[config.mk]
export PLATFORM = sky130hd
export DESIGN_NAME = iss_cell
export DESIGN_NICKNAME = d
export VERILOG_FILES = /design/src/design/iss_pkg.sv /design/src/design/iss_cell.sv
export SDC_FILE = /design/constraint.sdc
export NUM_CORES = 1
export LEC_CHECK = 0
export BUFFER_PORTS_ARGS = -buffer_cell sky130_fd_sc_hd__buf_2
export CAP_MARGIN = 10
export CORE_ASPECT_RATIO = 1.1
export CORE_UTILIZATION = 42
export CTS_CLUSTER_SIZE = 25
export DETAILED_ROUTE_END_ITERATION = 12
export PLACE_DENSITY = 0.86
export SETUP_SLACK_MARGIN = 0.02
export SYNTH_ARGS = -nofsm -noshare
export SYNTH_HDL_FRONTEND = slang
export SYNTH_SLANG_ARGS = --single-unit
[constraint.sdc]
create_clock -name clock -period 9.24 [get_ports clock]
set_input_delay 1.386 -clock clock [delete_from_list [all_inputs] [get_ports clock]]
set_output_delay 1.386 -clock clock [all_outputs]
set_load 0.05 [all_outputs]
[src/design/iss_pkg.sv]
`timescale 1ns / 1ps
`default_nettype none

package iss_pkg;

   // Default depth of the sequence
   localparam int CAPACITY_DEF = 64;

   // Field widths
   localparam int OP_W    = 3;
   localparam int POS_W   = 8;
   localparam int DATA_W  = 32;
   localparam int STAT_W  = 2;
   localparam int COUNT_W = 7;

   // Operation codes
   localparam logic [OP_W-1:0] OP_READ     = 3'd0;
   localparam logic [OP_W-1:0] OP_INS_HEAD = 3'd1;
   localparam logic [OP_W-1:0] OP_INS_TAIL = 3'd2;
   localparam logic [OP_W-1:0] OP_INS_AT   = 3'd3;
   localparam logic [OP_W-1:0] OP_DELETE   = 3'd4;

   // Status codes
   localparam logic [STAT_W-1:0] ST_DONE  = 2'd0;
   localparam logic [STAT_W-1:0] ST_RANGE = 2'd1;
   localparam logic [STAT_W-1:0] ST_FULL  = 2'd2;

   // Broadcast control from the decoder to every cell
   typedef struct packed {
      logic ins;   // open a slot at pos, shift later entries up
      logic del;   // drop the entry at pos, shift later entries down
   } cell_ctrl_type;

endpackage

`default_nettype wire

[src/design/iss_cell.sv]
`timescale 1ns / 1ps
`default_nettype none

module iss_cell
   import iss_pkg::*;
#(
   parameter int IDX_W    = 6,
   parameter int CELL_IDX = 0
) (
   input  wire                clock,
   input  wire cell_ctrl_type ctrl,
   input  wire [IDX_W-1:0]    pos,
   input  wire [DATA_W-1:0]   ins_value,
   input  wire [DATA_W-1:0]   left_data,
   input  wire [DATA_W-1:0]   right_data,
   output logic [DATA_W-1:0]  data,
   output logic [DATA_W-1:0]  rd_data
);

   localparam logic [IDX_W-1:0] MY_IDX = IDX_W'(CELL_IDX);

   logic [DATA_W-1:0] data_ff;
   logic [DATA_W-1:0] data_in;
   logic              at_pos;
   logic              past_pos;

   assign at_pos   = (pos == MY_IDX);
   assign past_pos = (MY_IDX > pos);

   // Shift, load or hold
   always_comb begin
      data_in = data_ff;
      if (ctrl.ins) begin
         if (at_pos) begin
            data_in = ins_value;
         end else if (past_pos) begin
            data_in = left_data;
         end
      end else if (ctrl.del) begin
         if (at_pos || past_pos) begin
            data_in = right_data;
         end
      end
   end

   always_ff @(posedge clock) begin
      data_ff <= data_in;
   end

   assign data    = data_ff;
   // Read tap: only the addressed cell drives the shared OR bus
   assign rd_data = at_pos ? data_ff : '0;

endmodule

`default_nettype wire

==> impl_metrics.py <==
metrics = {
    "critical_path": {
        "slowest_delay_ns": 0.45,
        "critPathTopFamily": "buffers and inverters",
        "worst_setup_path_end_kind": "output port",
        "timing.critical_path.required_ns": 7.85,
        "series_of_cell_instances_along_the_critical_path": "buf_2, nor2_4, buf_4, and3_1, buf_2",
        "startpoint_type": "input port",
        "critical_path.max_fanout": 64,
        "timing_worst_setup_path_type": "input port to output port",
        "arrival_ns": 2.59,
        "critPathBufInv": 3,
        "critical_path.slowest_cell": "buf_4",
        "cp_most_frequent_cell": "buf_2",
    },
    "grt": {
        "globalRouteOverflowTotal": 0,
        "grt_pass1_wl_um": 8470,
        "number_of_antenna_violations_at_the_first_check_in_global_routing": 0,
        "grt_usage_pct": 22.2,
        "first_global_vias": 1855,
        "grt_start_max_net_pins": 66,
    },
    "timing": {
        "maximum_operating_frequency_mhz": 251,
        "period_needed_ns": 3.98,
        "worst_slew_margin_rel_pct": 31.0,
        "fin_tns_setup_ns": 0,
        "layout_setup_ws_ns": 5.26,
        "finalSetupViolCount": 0,
        "hold_viol": 0,
        "tightest_slew_ns": 1.03,
        "maxSlewViolCount": 0,
        "fin_crit_sh_pct": 43.1,
        "rsz_0062_raised_after_global_routing": "no",
    },
    "detailed_routing": {
        "drt_wl_total_um": 5940,
        "drtPass1Iterations": 4,
        "post_drt_via_cell_ratio": 5.60,
        "drt_drc_violations_left": 0,
        "detail_route.iter0.violations": 145,
        "drtAntennaViolNets": 0,
        "num_vias": 2413,
        "post_drt_wl_per_cell_um": 13.8,
    },
    "cts": {
        "htreeDepth": 2,
        "clock-sinks": 32,
        "clk_path_buf_depth": 2,
        "cts.repair_timing.setup_buffer_count": 0,
        "post_cts_hold_buffer_count": 0,
        "clock-root-buffer": "clkbuf_8",
        "clk_pin_slew_ns": 0.06,
        "cts_made_buffers": 5,
        "cts_resized": 0,
        "tritoncts": "built",
    },
    "final_layout": {
        "layout_common_cells": "buf_2, nor2_1",
        "layout_commonest_cell": "buf_2",
        "final_net_count": 482,
        "layout-area-overhead-vs-synth_pct": 39.9,
        "largest_register_ff_count": 32,
        "final_layout_size_suffix_gt1_share_pct": 48.5,
        "num_antenna_cells": 0,
    },
    "synthesis": {
        "ys_warn_count": 0,
        "largest_cells_by_area_after_synthesis": "edfxtp_1, a31oi_1, and3_1, nand3_1, nor2_1",
        "synth_top_cell_by_area": "edfxtp_1",
        "ys_types": 21,
        "synthesis.nets": 328,
        "ys_ff_latch": 32,
        "ys_seq_area_share_pct": 46.7,
        "syn-cell-area_um2": 2060,
        "synth.avg_cell_area_um2": 9.22,
        "number_of_cells_produced_by_synthesis": 223,
        "post_synth_top_area_share_pct": 46.7,
    },
    "placed_design": {
        "portBuffers": 168,
        "dpl.hpwl_um": 4270,
        "gp_congestion": 0.813,
        "preCtsSetupSlack_ns": 5.26,
    },
    "power_and_ir_drop": {
        "total_power_density_per_cell_area_nw_per_um2": 110,
        "power.leakage_nw": 1.42,
        "totalPowerFinal_w": 0.000315,
        "worst_ir_drop_vdd_v": 0.0000697,
    },
    "die": {
        "die_width_um": 68.7,
        "die-height_um": 75.4,
        "floorplan.io_pins": 169,
        "core.rowCount": 26,
        "coreArea_um2": 4680,
        "die_area_um2": 5180,
        "initial_utilization_pct": 43.9,
    },
    "min_path": {
        "min_to": "data[29]",
        "type_of_the_most_critical_hold_path": "input port to register",
        "hp-start": "right_data[29]",
        "worst_hold_path.num_cells": 3,
    },
    "run_status": {
        "run_status": "finished clean",
    },
    "run": {
        "cap_viol_max_count": 0,
    },
}
-- cells in the mapped netlist (all sizes together) --
library cell   n
nor2          34
nor3           1
nor4           1
dlygate4sd1    4
dlymetal6s2s   1
edfxtp        32
buf            9
a31oi         32
dlygate4sd3    1
clkbuf        10
and3          32
or2            1
o21ai         32
nand3         32
or4            1
-- cell type report --
type,count,area (um2)
fillers,403,1810
flip-flops and latches,32,961
multi-input cells,166,905
repair buffers,172,871
well taps,56,70.1
clock buffers,5,68.8
-- routing by layer --
metal / up-vias / share of wire, % / global-route usage, %
li1: 1148 / - / -
met1: 1127 / 39 / 26.2
met2: 126 / 52 / 40.1
met3: 12 / 6.3 / 3.74
met4: 0 / 2.0 / 8.39
met5: - / 0 / 0
-- stage by stage --
stage / cells / hold WS (ns) / cell area, um2 / utilization [%]
after detailed placement: 426 / 1.74 / 2810 / 59.9
after global routing: 431 / 1.46 / 2880 / 61.4
after CTS: 431 / 1.45 / 2880 / 61.4
after floorplan: 223 / 1.64 / 2060 / -
after global placement: 426 / 1.73 / 2810 / 59.9
final: 431 / 1.46 / 2880 / 61.4
-- cell families after synthesis --
logic type / after synthesis / synth area share, %
compound gates: 64 / 17.5
flops: 32 / 46.7
buf+inv: 25 / 9.86
simple gates: 102 / 25.9
-- how the worst max path moves through the flow --
| stage | start | to | slack, ns | cells past startpoint |
|---|---|---|---|---|
| global route | pos[1] | rd_data[15] | 5.15 | 5 |
| floorplan | pos[3] | data[0] | 4.44 | 3 |
| global placement | pos[3] | rd_data[4] | 5.31 | 5 |
| detailed placement | pos[3] | rd_data[15] | 5.26 | 5 |
| CTS | pos[3] | rd_data[15] | 5.26 | 5 |
| finish | pos[1] | rd_data[6] | 5.26 | 5 |
-- where the power goes --
part / switching, W / total, W / internal (W) / leakage, nW
sequential: 0.000000638 / 0.000163 / 0.000163 / 0.298
clock: 0.0000434 / 0.0000917 / 0.0000484 / 0.0359
combinational: 0.0000344 / 0.0000603 / 0.0000259 / 1.09
-- tightest hold or removal path, cell delays in order --
cell	delay, ns
buf_2	0.08
nor2_1	0.03
a31oi_1	0.12
Power figures use the tool's default switching activity.
